<file path="config.mk">
export PLATFORM = sky130hd
export DESIGN_NAME = utf8_to_codepoint_decoder
export DESIGN_NICKNAME = d
export VERILOG_FILES = /design/src/rtl/u2c_pkg.sv /design/src/rtl/utf8_to_codepoint_decoder.sv /design/src/rtl/u2c_step.sv /design/src/rtl/u2c_out_buf.sv
export SDC_FILE = /design/constraint.sdc
export NUM_CORES = 1
export LEC_CHECK = 0
export ABC_AREA = 1
export BUFFER_PORTS_ARGS = -buffer_cell sky130_fd_sc_hd__buf_4
export CAP_MARGIN = 0
export CORE_UTILIZATION = 63
export CTS_BUF_LIST = sky130_fd_sc_hd__clkbuf_16
export CTS_CLUSTER_SIZE = 16
export DETAILED_ROUTE_END_ITERATION = 8
export GPL_TIMING_DRIVEN = 0
export HOLD_SLACK_MARGIN = 0.05
export PLACE_DENSITY = 0.85
export SYNTH_ARGS = -nofsm -noshare
export SYNTH_HDL_FRONTEND = slang
export SYNTH_SLANG_ARGS = --single-unit
</file>
<file path="constraint.sdc">
create_clock -name clk_i -period 13.85 [get_ports clk_i]
set_input_delay 2.0775 -clock clk_i [delete_from_list [all_inputs] [get_ports clk_i]]
set_output_delay 2.0775 -clock clk_i [all_outputs]
set_load 0.01 [all_outputs]
</file>
<file path="src/rtl/u2c_pkg.sv">
// Shared types and constants for the UTF-8 to code point decoder.
package u2c_pkg;

  localparam int unsigned ByteW  = 8;
  localparam int unsigned CodeW  = 32;
  localparam int unsigned CountW = 3;
  localparam int unsigned ContW  = 6;

  localparam logic [ByteW-1:0] LeadBit = 8'h80;
  localparam logic [ByteW-1:0] AsciiMask = 8'h7F;
  localparam logic [ByteW-1:0] ContMask = 8'h3F;

  typedef struct packed {
    logic [ByteW-1:0] in_byte;
    logic             end_of_string;
  } in_req_t;

  typedef struct packed {
    logic [CodeW-1:0] code_point;
    logic             final_char;
  } out_req_t;

endpackage

</file>
<file path="src/rtl/utf8_to_codepoint_decoder.sv">
// Top level of the UTF-8 to code point decoder.
//
//   Channel  Direction  Handshake             Payload
//   in       consumer   in_valid_i/in_stall_o  in_data_i  (byte, end of string)
//   out      producer   out_valid_o/out_stall_i out_data_o (code point, final flag)
//
// A byte is taken every cycle unless in_stall_o is high; it passes the input register,
// the combinational decode and the result register; that decode sets the rate.
// Reset clears the sequence state and all valid flags; payload registers are not reset.
// A stalled output fills the skid entry, after which the input stalls until it drains.
module utf8_to_codepoint_decoder (
  input  logic              clk_i,
  input  logic              rst_ni,
  input  logic              in_valid_i,
  output logic              in_stall_o,
  input  u2c_pkg::in_req_t  in_data_i,
  output logic              out_valid_o,
  input  logic              out_stall_i,
  output u2c_pkg::out_req_t out_data_o
);

  logic              in_valid_q, in_valid_d;
  u2c_pkg::in_req_t  in_q;
  logic              buf_full;
  logic              adv;
  logic              res_valid;
  u2c_pkg::out_req_t res;
  logic              in_accept;

  assign adv        = in_valid_q && !buf_full;
  assign in_stall_o = in_valid_q && buf_full;
  assign in_accept  = in_valid_i && !in_stall_o;

  always_comb begin
    in_valid_d = in_valid_q;
    if (in_accept) begin
      in_valid_d = 1'b1;
    end else if (adv) begin
      in_valid_d = 1'b0;
    end
  end

  always_ff @(posedge clk_i or negedge rst_ni) begin
    if (!rst_ni) begin
      in_valid_q <= 1'b0;
    end else begin
      in_valid_q <= in_valid_d;
    end
  end

  always_ff @(posedge clk_i) begin
    if (in_accept) begin
      in_q <= in_data_i;
    end
  end

  u2c_step u_step (
    .clk_i       (clk_i),
    .rst_ni      (rst_ni),
    .adv_i       (adv),
    .req_i       (in_q),
    .res_valid_o (res_valid),
    .res_o       (res)
  );

  u2c_out_buf u_out_buf (
    .clk_i       (clk_i),
    .rst_ni      (rst_ni),
    .push_i      (res_valid),
    .push_data_i (res),
    .full_o      (buf_full),
    .out_valid_o (out_valid_o),
    .out_stall_i (out_stall_i),
    .out_data_o  (out_data_o)
  );

endmodule

</file>
<file path="src/rtl/u2c_step.sv">
// Decode step: sequence state plus the per-byte lead/continuation logic.
module u2c_step (
  input  logic              clk_i,
  input  logic              rst_ni,
  input  logic              adv_i,
  input  u2c_pkg::in_req_t  req_i,
  output logic              res_valid_o,
  output u2c_pkg::out_req_t res_o
);

  logic [u2c_pkg::CodeW-1:0]  char_accum_q, char_accum_d;
  logic [u2c_pkg::CountW-1:0] bytes_remaining_q, bytes_remaining_d;
  logic [u2c_pkg::CodeW-1:0]  accum_new;
  logic [u2c_pkg::CountW-1:0] rem_new;
  logic [u2c_pkg::CountW-1:0] ones;
  logic [u2c_pkg::ByteW-1:0]  lead_mask;
  logic                       run;
  logic                       emit;

  // Count the run of ones below bit 7 of a lead byte.
  always_comb begin
    ones = '0;
    run  = 1'b1;
    for (int i = u2c_pkg::ByteW - 2; i >= 0; i--) begin
      run = run & req_i.in_byte[i];
      ones = ones + {{(u2c_pkg::CountW-1){1'b0}}, run};
    end
  end

  // An ASCII byte keeps seven bits; otherwise the lead mask keeps 6 - n bits; six or seven ones leave no payload bits.
  always_comb begin
    if ((req_i.in_byte & u2c_pkg::LeadBit) == '0) begin
      lead_mask = u2c_pkg::AsciiMask;
    end else if (ones >= 3'd6) begin
      lead_mask = '0;
    end else begin
      lead_mask = u2c_pkg::ContMask >> ones;
    end
  end

  always_comb begin
    if (bytes_remaining_q == '0) begin
      accum_new = {{(u2c_pkg::CodeW-u2c_pkg::ByteW){1'b0}}, req_i.in_byte & lead_mask};
      rem_new   = ((req_i.in_byte & u2c_pkg::LeadBit) == '0) ? '0 : ones;
    end else begin
      accum_new = {char_accum_q[u2c_pkg::CodeW-u2c_pkg::ContW-1:0],
                   req_i.in_byte[u2c_pkg::ContW-1:0]};
      rem_new   = bytes_remaining_q - 3'd1;
    end
    emit = (rem_new == '0) || req_i.end_of_string;

    res_valid_o      = adv_i && emit;
    res_o.code_point = accum_new;
    res_o.final_char = req_i.end_of_string;

    char_accum_d      = char_accum_q;
    bytes_remaining_d = bytes_remaining_q;
    if (adv_i) begin
      char_accum_d      = emit ? '0 : accum_new;
      bytes_remaining_d = emit ? '0 : rem_new;
    end
  end

  always_ff @(posedge clk_i or negedge rst_ni) begin
    if (!rst_ni) begin
      char_accum_q      <= '0;
      bytes_remaining_q <= '0;
    end else begin
      char_accum_q      <= char_accum_d;
      bytes_remaining_q <= bytes_remaining_d;
    end
  end

endmodule

</file>
<file path="src/rtl/u2c_out_buf.sv">
// Result register plus a skid entry that holds one result for a stalled consumer.
module u2c_out_buf (
  input  logic              clk_i,
  input  logic              rst_ni,
  input  logic              push_i,
  input  u2c_pkg::out_req_t push_data_i,
  output logic              full_o,
  output logic              out_valid_o,
  input  logic              out_stall_i,
  output u2c_pkg::out_req_t out_data_o
);

  logic              out_valid_q, out_valid_d;
  logic              skid_valid_q, skid_valid_d;
  u2c_pkg::out_req_t out_q, out_d;
  u2c_pkg::out_req_t skid_q, skid_d;
  logic              pop;

  assign pop = out_valid_q && !out_stall_i;

  // A push only arrives while the skid entry is empty.
  always_comb begin
    out_valid_d  = out_valid_q;
    skid_valid_d = skid_valid_q;
    out_d        = out_q;
    skid_d       = skid_q;
    if (skid_valid_q) begin
      if (pop) begin
        out_d        = skid_q;
        skid_valid_d = 1'b0;
      end
    end else if (push_i) begin
      if (!out_valid_q || pop) begin
        out_d       = push_data_i;
        out_valid_d = 1'b1;
      end else begin
        skid_d       = push_data_i;
        skid_valid_d = 1'b1;
      end
    end else if (pop) begin
      out_valid_d = 1'b0;
    end
  end

  always_ff @(posedge clk_i or negedge rst_ni) begin
    if (!rst_ni) begin
      out_valid_q  <= 1'b0;
      skid_valid_q <= 1'b0;
    end else begin
      out_valid_q  <= out_valid_d;
      skid_valid_q <= skid_valid_d;
    end
  end

  always_ff @(posedge clk_i) begin
    out_q  <= out_d;
    skid_q <= skid_d;
  end

  assign full_o      = skid_valid_q;
  assign out_valid_o = out_valid_q;
  assign out_data_o  = out_q;

endmodule

</file>
==> results.cfg, run 1 <==
[outcome]
status = complete, no violations

[finish]
fillers = 418
register_area_um2 = 3050
multi_input_area_um2 = 1110
drive_above_1_share_pct = 22.9
antenna_cells = 0
area_delta_synth_final_pct = 16.9
finalInstanceArea_um2 = 5310
nets = 470
final_common_cell = inv_1
layout_common_cells = inv_1 (76), edfxtp_1 (75), nand2_1 (70)

[worst_setup_path]
crit_family = simple AND/OR/NAND/NOR gates
path_class = reg -> reg
r2r_end = u_out_buf.skid_q[4]$_DFFE_PP_
crit_arrival_ns = 4.62
path_max_fanout = 33
end_kind = register
worstRegToRegCells = 20
path_buf_inv = 4
reg2reg_from = in_q[7]$_DFFE_PP_
crit_required_ns = 13.81
max_stage_delay_ns = 0.77
start_kind = register
slowest_stage = nor2_4
crit_chain = nand2_1, inv_1, nand2_1, nor2_1, and3_1, fa_1, inv_1, fa_1, inv_1, ha_1, inv_1, fa_1, nor2_1, nand2_2, nand2_2, nor2_1, nand2_2, nand2_1, nand2_1, nor2_4
rrSetupSlack_ns = 9.19

[clock_tree]
clk_pin_slew_ns = 0.07
ctsHoldBuffers = 0
cts-buffers-inserted = 9
postCtsSetupRepairBufs = 0
clock-sinks = 107
cts_root_buf = clkbuf_16
cts_tree = done
cts_resized = 0
clkLatencyLatePin_ns = 0.34
htreeDepth = 3
clk_path_buf_depth = 2

[routing]
drt_iter0_drc = 189
drt_wl_total_mm = 8.56
first_pass_iters = 5
drc = 0
ant_nets = 0
wl_per_cell_um = 15.6
num_vias = 2987
vias_per_cell = 5.43

[global_route]
overflow = 0
grt_antenna_before_repair = 0
grt_start_max_net_pins = 34
gr-usage-all-layers_pct = 25.1
grt_pass1_vias = 2994
grt_pass1_wl_mm = 13.9

[die]
die_area_um2 = 7550
num_io_pins = 48
start_util_pct = 66.1
die_height_um = 86.9
rows = 30
core_region_area_um2 = 6870
die_w_um = 86.9

[power_and_ir_drop]
leakage_nw = 2.16
peakVddDrop_mv = 0.107
power.total_mw = 1.14
power_density_nw_per_um2 = 214

[synthesis]
ys_warn_count = 0
yosysUniqueCellTypes = 26
synth_cells = 391
syn_avg_cell_area_um2 = 11.6
synth-edff-count = 75
ys_ff_latch = 107
seq_area_frac_synth_pct = 67.2
synth_top_flop_cell = edfxtp_1
synth_area_um2 = 4540
async_flop_share_pct = 29.9
synth_fp_nets = 411

[sta]
fin_crit_ns = 4.66
rsz0062_at_grt = false
finalHoldViolCount = 0
setup_viol = 0
finClkSkew_ns = 0.00624
post-route-period-util_pct = 33.7
worstMarginPinSlew_ns = 0.948
setup-tns-final_ns = 0
final.setup.worst_slack_ns = 9.19
finalMaxSlewViolations = 0
fmax_mhz = 215
relSlewSlack_pct = 36.7

[placed_design]
port_buffers = 47
dpl_worst_slack_ns = 9.24
placed_area_um2 = 5050
dp_hpwl_mm = 5.81
place_congestion = 0.905

[worst_hold_path]
holdPathStages = 2
hp-class = reg -> reg
hold-path-endpoint = in_valid_q$_DFFE_PN0P_
hp-start = in_valid_q$_DFFE_PN0P_

[flow_run]
maxCapViolCount = 0
-- cells in the mapped netlist, types with 4 or more instances --
cell type	number	area, µm²
edfxtp_1	75	2250
inv_1	73	274
nand2_1	70	263
nor2_1	34	128
dfrtp_1	32	801
o21ai_0	23	115
o22ai_2	20	250
o21ai_1	13	65.1
clkbuf_1	6	22.5
o22ai_1	6	37.5
nand3_1	5	25.0
buf_2	4	20.0
ha_1	4	50.1
nand2_2	4	25.0
nor2_2	4	25.0
-- routing by layer --
layer  GRT usage [%]  up-vias  wire length, µm
met5               0        -                0
met4            12.0        0              223
met3            4.27       25              357
met2            43.2      106             4500
met1            31.0     1458             3480
li1                -     1398                -
-- worst max path at each step --
stage | start | endpoint | cells after the start
finish | in_q[7]$_DFFE_PP_ | u_out_buf.skid_q[4]$_DFFE_PP_ | 20
global route | in_q[6]$_DFFE_PP_ | u_out_buf.skid_q[10]$_DFFE_PP_ | 20
CTS | in_q[6]$_DFFE_PP_ | u_out_buf.skid_q[7]$_DFFE_PP_ | 20
detailed placement | in_q[6]$_DFFE_PP_ | u_out_buf.skid_q[5]$_DFFE_PP_ | 20
global placement | in_q[7]$_DFFE_PP_ | u_out_buf.out_data_o[4]$_DFFE_PP_ | 20
floorplan | in_q[6]$_DFFE_PP_ | u_out_buf.out_data_o[0]$_DFFE_PP_ | 20
-- worst reg2reg max path, cell delays in order, from the launching register on --
cell and delay [ns]:
edfxtp_1 0.39, nand2_1 0.08, inv_1 0.10, nand2_1 0.12, nor2_1 0.20, and3_1 0.23
fa_1 0.41, inv_1 0.09, fa_1 0.43, inv_1 0.07, ha_1 0.13, inv_1 0.05
fa_1 0.53, nor2_1 0.07, nand2_2 0.09, nand2_2 0.06, nor2_1 0.13, nand2_2 0.09
nand2_1 0.07, nand2_1 0.17, nor2_4 0.77
-- registers in the layout, summed over array words and instances, names as in the netlist --
signal,flops
u_out_buf.out_data_o,33
u_out_buf.out_valid_o,1
u_step.bytes_remaining_q,3
in_valid_q,1
u_step.char_accum_q,26
in_q,9
u_out_buf.full_o,1
u_out_buf.skid_q,33
-- report_power, final --
group | internal (mW) | total [mW] | switching [mW]
combinational | 0.155 | 0.430 | 0.275
clock | 0.119 | 0.224 | 0.106
sequential | 0.459 | 0.484 | 0.0253
total | 0.732 | 1.14 | 0.405
-- kinds of logic after synthesis --
group | after synthesis | synth area share [%]
buffers and inverters | 92 | 8.76
DFF | 107 | 67.2
AOI/OAI and AO/OA | 63 | 10.4
adders and majority gates | 7 | 2.42
and+or+nand+nor | 122 | 11.2
-- metrics by stage --
stage | hold WS [ns] | util (%) | cells
2_1_floorplan | 0.461 | - | 391
3_3_place_gp | 0.489 | 73.0 | 534
3_5_place_dp | 0.504 | 73.6 | 535
4_1_cts | 0.519 | 77.3 | 550
5_1_grt | 0.539 | 77.3 | 550
6_report | 0.519 | 77.3 | 550
-- final cells by class --
type                    instances  area share, %
repair buffers                 48           7.02
clock inverters                 6          0.542
clock buffers                   9           4.24
flip-flops and latches        107           57.5
inverters                      77           5.49
plain buffers                  15           2.00
multi-input cells             192           20.9
well taps                      96           2.26
(Power assumes the default switching activity.)
==> inputs of run 2 (changes only) <==
--- a/config.mk
+++ b/config.mk
@@ -5,16 +5,16 @@
 export SDC_FILE = /design/constraint.sdc
 export NUM_CORES = 1
 export LEC_CHECK = 0
-export ABC_AREA = 1
+export ABC_AREA = 0
 export BUFFER_PORTS_ARGS = -buffer_cell sky130_fd_sc_hd__buf_4
 export CAP_MARGIN = 0
-export CORE_UTILIZATION = 63
+export CORE_UTILIZATION = 58
 export CTS_BUF_LIST = sky130_fd_sc_hd__clkbuf_16
 export CTS_CLUSTER_SIZE = 16
 export DETAILED_ROUTE_END_ITERATION = 8
 export GPL_TIMING_DRIVEN = 0
 export HOLD_SLACK_MARGIN = 0.05
-export PLACE_DENSITY = 0.85
+export PLACE_DENSITY = 0.79
 export SYNTH_ARGS = -nofsm -noshare
 export SYNTH_HDL_FRONTEND = slang
 export SYNTH_SLANG_ARGS = --single-unit
==> constraint.sdc (replaced) <==
create_clock -name clk_i -period 4.8 [get_ports clk_i]
set_input_delay 0.72 -clock clk_i [delete_from_list [all_inputs] [get_ports clk_i]]
set_output_delay 0.72 -clock clk_i [all_outputs]
set_load 0.01 [all_outputs]
==> results.cfg, run 2 <==
[sta]
whs_ns = 0.308
finClkSkew_ns = 0.00952
finalHoldViolCount = 0
post-route-period-util_pct = 95.6
finalMaxSlewViolations = 0
relSlewSlack_pct = 50.0
final.setup.worst_slack_ns = 0.212
fin_crit_ns = 4.59
setup_viol = 0
rsz0062_at_grt = false
fmax_mhz = 218
worstMarginPinSlew_ns = 0.749

[synthesis]
syn_avg_cell_area_um2 = 12.6
yosysMostFrequentCell = nand2_1
seq_area_frac_synth_pct = 67.9
synth_common_cells = nand2_1 (79), edfxtp_1 (75), o21ai_0 (41)
synth_top_family_by_area = compound AO/OA/AOI/OAI gates
async_flop_share_pct = 29.9
post_synth_xor_area_fraction_pct = 0.390
yosysUniqueCellTypes = 39
synthMuxAreaShare_pct = 1.98
synth_top_flop_cell = edfxtp_1
synth-edff-count = 75
synth_fp_nets = 377
synth_cells = 357
synth_area_um2 = 4500
synth_top_area_cell = edfxtp_1
synth_area_leaders = edfxtp_1 (50%), dfrtp_1 (18%), nand2_1 (6.6%)
yosysTopAreaCellShare_pct = 50.1
ys_ff_latch = 107
yosys.area_share.simple_pct = 11.2
synth_compound_area_share_pct = 11.2
ys_warn_count = 0
synth_adder_area_share_pct = 2.45

[routing]
met3WireLength_um = 424
vias_per_cell = 5.39
wl_per_cell_um = 15.6
drt_iter0_drc = 173
top_layer_used = met4
ant_nets = 0
num_vias = 2813
m1WireLength_mm = 3.39
first_pass_iters = 4
met2_length_mm = 4.17
drc = 0
drt_wl_total_mm = 8.16

[worst_setup_path]
max_stage_delay_ns = 0.48
crit_chain = and2_1, and3_1, and3_1, fa_1, inv_1, fa_1, inv_1, ha_1, inv_1, fa_1, xor2_1, o221ai_2, or3_4, a221oi_4, buf_4
crit_family = adder cells
endpoint = u_out_buf.out_data_o[2]$_DFFE_PP_
path_buf_inv = 4
path_max_fanout = 12
r2r_end = u_out_buf.out_data_o[2]$_DFFE_PP_
startpoint = in_q[6]$_DFFE_PP_
reg2reg_from = in_q[6]$_DFFE_PP_
worstRegToRegCells = 15
end_kind = register
rrSetupSlack_ns = 0.21
start_kind = register
crit_required_ns = 4.84
crit_arrival_ns = 4.63
crit_cells = 15
slowest_stage = fa_1
path_class = reg -> reg

[global_route]
grt_pass1_vias = 2784
grt_start_max_net_pins = 33
grt_antenna_before_repair = 0
gr-usage-all-layers_pct = 21.9
overflow = 0
grt_pass1_wl_mm = 13.6

[power_and_ir_drop]
combPwrFrac_pct = 33.2
sw_frac_of_total_pct = 33.1
leakage_nw = 2.27
p_int_mw = 2.11
power.total_mw = 3.15
power_density_nw_per_um2 = 590
peakVddDrop_mv = 0.383
netSwitchingPower_mw = 1.04
seqPwrFrac_pct = 43.9
pwr-share-clk_pct = 22.9

[placed_design]
dp_hpwl_mm = 5.76
dpl_worst_slack_ns = -0.170
place_congestion = 0.930
port_buffers = 47
place_inst = 505

[finish]
nets = 438
fillers = 510
multi_input_area_um2 = 1250
drive_above_1_share_pct = 25.5
final_cells = 522
antenna_cells = 0
final_common_cell = nand2_1
register_area_um2 = 3050
layout_common_cells = nand2_1 (79), edfxtp_1 (75), buf_4 (50)
area_delta_synth_final_pct = 18.6

[clock_tree]
clkLatencyLatePin_ns = 0.34
postCtsSetupRepairBufs = 1
ctsHoldBuffers = 0
clock-sinks = 107
clk_pin_slew_ns = 0.07
cts_root_buf = clkbuf_16
cts_tree = done
cts-buffers-inserted = 9
htreeDepth = 3
cts_resized = 0
clk_path_buf_depth = 2

[die]
rows = 31
die_w_um = 90.1
core_region_area_um2 = 7370
die_area_um2 = 8110
die_height_um = 90.1
num_io_pins = 48
start_util_pct = 61.0

[worst_hold_path]
hp-class = in -> async

[outcome]
status = complete, no violations

[flow_run]
maxCapViolCount = 0
[run 2: cell count changes after synthesis, moves of 6 or more]
cell,delta
and2_1,+9
nand2_1,+9
o21ai_0,+18
o21ai_2,+20
o22ai_2,-20
mux2_2,+7
nor2_1,-30
o22ai_1,-6
inv_1,-38
o21ai_1,-13
[run 2: worst min path at each step]
stage | startpoint | to | slack (ns) | depth (start not counted)
2_1_floorplan | rst_ni | in_valid_q$_DFFE_PN0P_ | 0.42 | 0
3_3_place_gp | u_step.char_accum_q[23]$_DFFE_PN0P_ | u_step.char_accum_q[23]$_DFFE_PN0P_ | 0.46 | 2
3_5_place_dp | u_step.char_accum_q[13]$_DFFE_PN0P_ | u_step.char_accum_q[13]$_DFFE_PN0P_ | 0.47 | 2
4_1_cts | rst_ni | u_step.char_accum_q[10]$_DFFE_PN0P_ | 0.32 | 1
5_1_grt | rst_ni | u_step.char_accum_q[5]$_DFFE_PN0P_ | 0.34 | 1
6_report | rst_ni | u_step.char_accum_q[5]$_DFFE_PN0P_ | 0.31 | 1
[run 2: logic make-up (layout without fill, tap and decap cells)]
family	count (synthesis)	after routing
XOR/XNOR	2	2
AO/OA/AOI/OAI	73	73
multiplexers	8	8
buffers and inverters	50	116
AND/OR/NAND/NOR	110	110
flip-flops	107	107
adder cells (fa/ha/maj)	7	7
[run 2: worst reg2reg max path: cells and delay by family (launching register included)]
| family | cells | cell delay [ns] |
|---|---|---|
| adders and majority gates | 4 | 1.46 |
| xor gates and xnor gates | 1 | 0.29 |
| and+or+nand+nor | 4 | 1.14 |
| buffers and inverters | 4 | 0.45 |
| DFF | 1 | 0.42 |
| AOI/OAI and AO/OA | 2 | 0.53 |
[run 2: layer usage]
metal | GRT usage [%] | vias to the layer above
li1 | - | 1350
met5 | 0 | -
met3 | 4.06 | 15
met4 | 7.66 | 0
met1 | 27.3 | 1372
met2 | 38.2 | 76
[run 2: per-stage QoR]
stage	TNS (ns)	instance area, µm²	utilization [%]
6_report	0	5330	72.4
5_1_grt	0	5330	72.4
4_1_cts	0	5330	72.4
3_3_place_gp	-32.72	4990	67.7
2_1_floorplan	0	4510	-
3_5_place_dp	-3.54	5030	68.3
[run 2: layout make-up]
| type | instances | share of cell area (%) |
|---|---|---|
| timing repair buffer | 50 | 7.41 |
| sequential | 107 | 57.2 |
| multi-input combinational | 200 | 23.4 |
| tap | 99 | 2.32 |
| clock buffer | 9 | 4.22 |
| inverter | 35 | 2.46 |
| clock inverter | 7 | 1.31 |
| buffer | 15 | 1.64 |
[run 2: power groups by stage]
| stage | logic [mW] | registers (mW) | clock network (mW) |
|---|---|---|---|
| detailed placement | 1.04 | 1.40 | 0 |
| global route | 1.14 | 1.40 | 0.763 |
| floorplan | 0.557 | 1.46 | 0 |
| global placement | 0.976 | 1.40 | 0 |
| finish | 1.05 | 1.38 | 0.722 |
| CTS | 1.05 | 1.38 | 0.734 |
==> inputs of run 3 (changes only) <==
--- a/config.mk
+++ b/config.mk
@@ -5,7 +5,6 @@
 export SDC_FILE = /design/constraint.sdc
 export NUM_CORES = 1
 export LEC_CHECK = 0
-export ABC_AREA = 0
 export BUFFER_PORTS_ARGS = -buffer_cell sky130_fd_sc_hd__buf_4
 export CAP_MARGIN = 0
 export CORE_UTILIZATION = 58
@@ -18,3 +17,4 @@
 export SYNTH_ARGS = -nofsm -noshare
 export SYNTH_HDL_FRONTEND = slang
 export SYNTH_SLANG_ARGS = --single-unit
+export TNS_END_PERCENT = 50
==> constraint.sdc (replaced) <==
create_clock -name clk_i -period 4.6 [get_ports clk_i]
set_input_delay 0.69 -clock clk_i [delete_from_list [all_inputs] [get_ports clk_i]]
set_output_delay 0.69 -clock clk_i [all_outputs]
set_load 0.01 [all_outputs]
==> results.cfg, run 3 (synthesis gave the netlist of run 2 again) <==
[sta]
fmax_mhz = 224
finalHoldViolCount = 0
setup-tns-final_ns = 0
finalMaxSlewViolations = 0
setup_viol = 0
rsz0062_at_grt = true
worstMarginPinSlew_ns = 0.806
relSlewSlack_pct = 46.2
fin_crit_ns = 4.46
post-route-period-util_pct = 96.9
finClkSkew_ns = 0.00610

[die]
start_util_pct = 61.0
core_region_area_um2 = 7370
num_io_pins = 48
die_w_um = 90.1
rows = 31
die_area_um2 = 8110
die_height_um = 90.1

[finish]
antenna_cells = 0
final_core_util_pct = 73.7
nets = 442
area_delta_synth_final_pct = 20.8
multi_input_area_um2 = 1290
fillers = 502
register_area_um2 = 3050
layout_common_cells = nand2_1 (79), edfxtp_1 (75), buf_4 (52)
drive_above_1_share_pct = 27.4
final_common_cell = nand2_1

[clock_tree]
clock-sinks = 107
clk_pin_slew_ns = 0.07
htreeDepth = 3
clk_path_buf_depth = 2
cts_tree = done
cts_root_buf = clkbuf_16
cts-buffers-inserted = 9
clkLatencyLatePin_ns = 0.34

[worst_setup_path]
slowest_stage = fa_2
crit_family = adder cells
path_buf_inv = 4
crit_chain = and2_4, and3_1, and3_1, fa_1, inv_1, fa_1, inv_1, ha_1, inv_1, fa_2, nand4bb_4, o21ai_2, or3_4, a221oi_4, buf_2
max_stage_delay_ns = 0.54
crit_required_ns = 4.65
r2r_end = u_out_buf.out_data_o[10]$_DFFE_PP_
start_kind = register
path_class = reg -> reg
worstRegToRegCells = 15
end_kind = register
critPathMostFrequentCell = inv_1
reg2reg_from = in_q[6]$_DFFE_PP_
rrSetupSlack_ns = 0.14
path_max_fanout = 6
crit_arrival_ns = 4.51

[routing]
ant_nets = 0
num_vias = 2859
drt_iter0_drc = 206
drt_wl_total_mm = 8.69
first_pass_iters = 4
wl_per_cell_um = 16.5
vias_per_cell = 5.44
drc = 0

[global_route]
gr-usage-all-layers_pct = 22.6
grt_use_met3_pct = 5.16
overflow = 0
grt_pass1_vias = 2881
grt_start_max_net_pins = 33
use_met1_pct = 28.2
grt_pass1_wl_mm = 14.1
met2_usage_pct = 39.0
grt.busiest_layer = met2
grt_antenna_before_repair = 0

[power_and_ir_drop]
peakVddDrop_mv = 0.404
leakage_nw = 2.31
power_density_nw_per_um2 = 629

[worst_hold_path]
hp-class = in -> async

[placed_design]
port_buffers = 47
place_congestion = 0.913
dp_hpwl_mm = 5.75

[flow_run]
maxCapViolCount = 0

[outcome]
status = complete, no violations
## run 3: changes by cell type in the layout (fill, tap and decap cells not counted), sizes merged
cell,before,now
buf,57,61
clkinv,3,0
clkinvlp,1,2
inv,37,38
bufinv,1,2
## run 3: how the worst max path moves through the flow
stage                 startpoint                            endpoint  cells past startpoint
2_1_floorplan  in_q[6]$_DFFE_PP_       u_out_buf.skid_q[0]$_DFFE_PP_                     14
3_3_place_gp   in_q[6]$_DFFE_PP_      u_out_buf.skid_q[18]$_DFFE_PP_                     14
3_5_place_dp   in_q[6]$_DFFE_PP_  u_out_buf.out_data_o[18]$_DFFE_PP_                     15
4_1_cts        in_q[6]$_DFFE_PP_      u_out_buf.skid_q[17]$_DFFE_PP_                     15
5_1_grt        in_q[6]$_DFFE_PP_  u_out_buf.out_data_o[10]$_DFFE_PP_                     15
6_report       in_q[6]$_DFFE_PP_  u_out_buf.out_data_o[10]$_DFFE_PP_                     15
## run 3: metal layers
metal	share of wire, %	vias up
met2	54	76
li1	-	1356
met1	41	1415
met3	3.4	12
met4	1.9	0
met5	0	-
## run 3: timing repair
item / in CTS / in global routing
resized for setup: 0 / 8
endpoints found under the setup margin: 33 / 66
cloned: 0 / 1
hold buffers: 0 / 0
hold endpoints to repair: 0 / 0
pin swaps: 1 / 4
setup buffers: 1 / 3
## run 3: layout make-up
class	instances	share of cell area, %
clock buffer	9	4.15
inverter	35	2.42
tap	99	2.28
clock inverter	7	1.73
sequential	107	56.2
buffer	15	1.61
timing repair buffer	54	7.85
multi-input combinational	200	23.8
## run 3: where the power goes
group          switching [mW]  internal [mW]  leakage, nW
Sequential             0.0988           1.35         1.15
Clock                   0.333          0.477        0.156
Combinational           0.689          0.472         1.01
## run 3: per-stage QoR
step / std cells / cell area, µm² / power (mW) / hold slack, ns / setup slack [ns]
4_1_cts: 522 / 5360 / 3.36 / 0.304 / 0.0111
3_3_place_gp: 503 / 4990 / 2.47 / 0.456 / -0.726
6_report: 526 / 5430 / 3.42 / 0.292 / 0.141
3_5_place_dp: 505 / 5030 / 2.54 / 0.466 / -0.399
2_1_floorplan: 357 / 4510 / 2.11 / 0.394 / -0.139
5_1_grt: 526 / 5430 / 3.59 / 0.324 / -0.0513
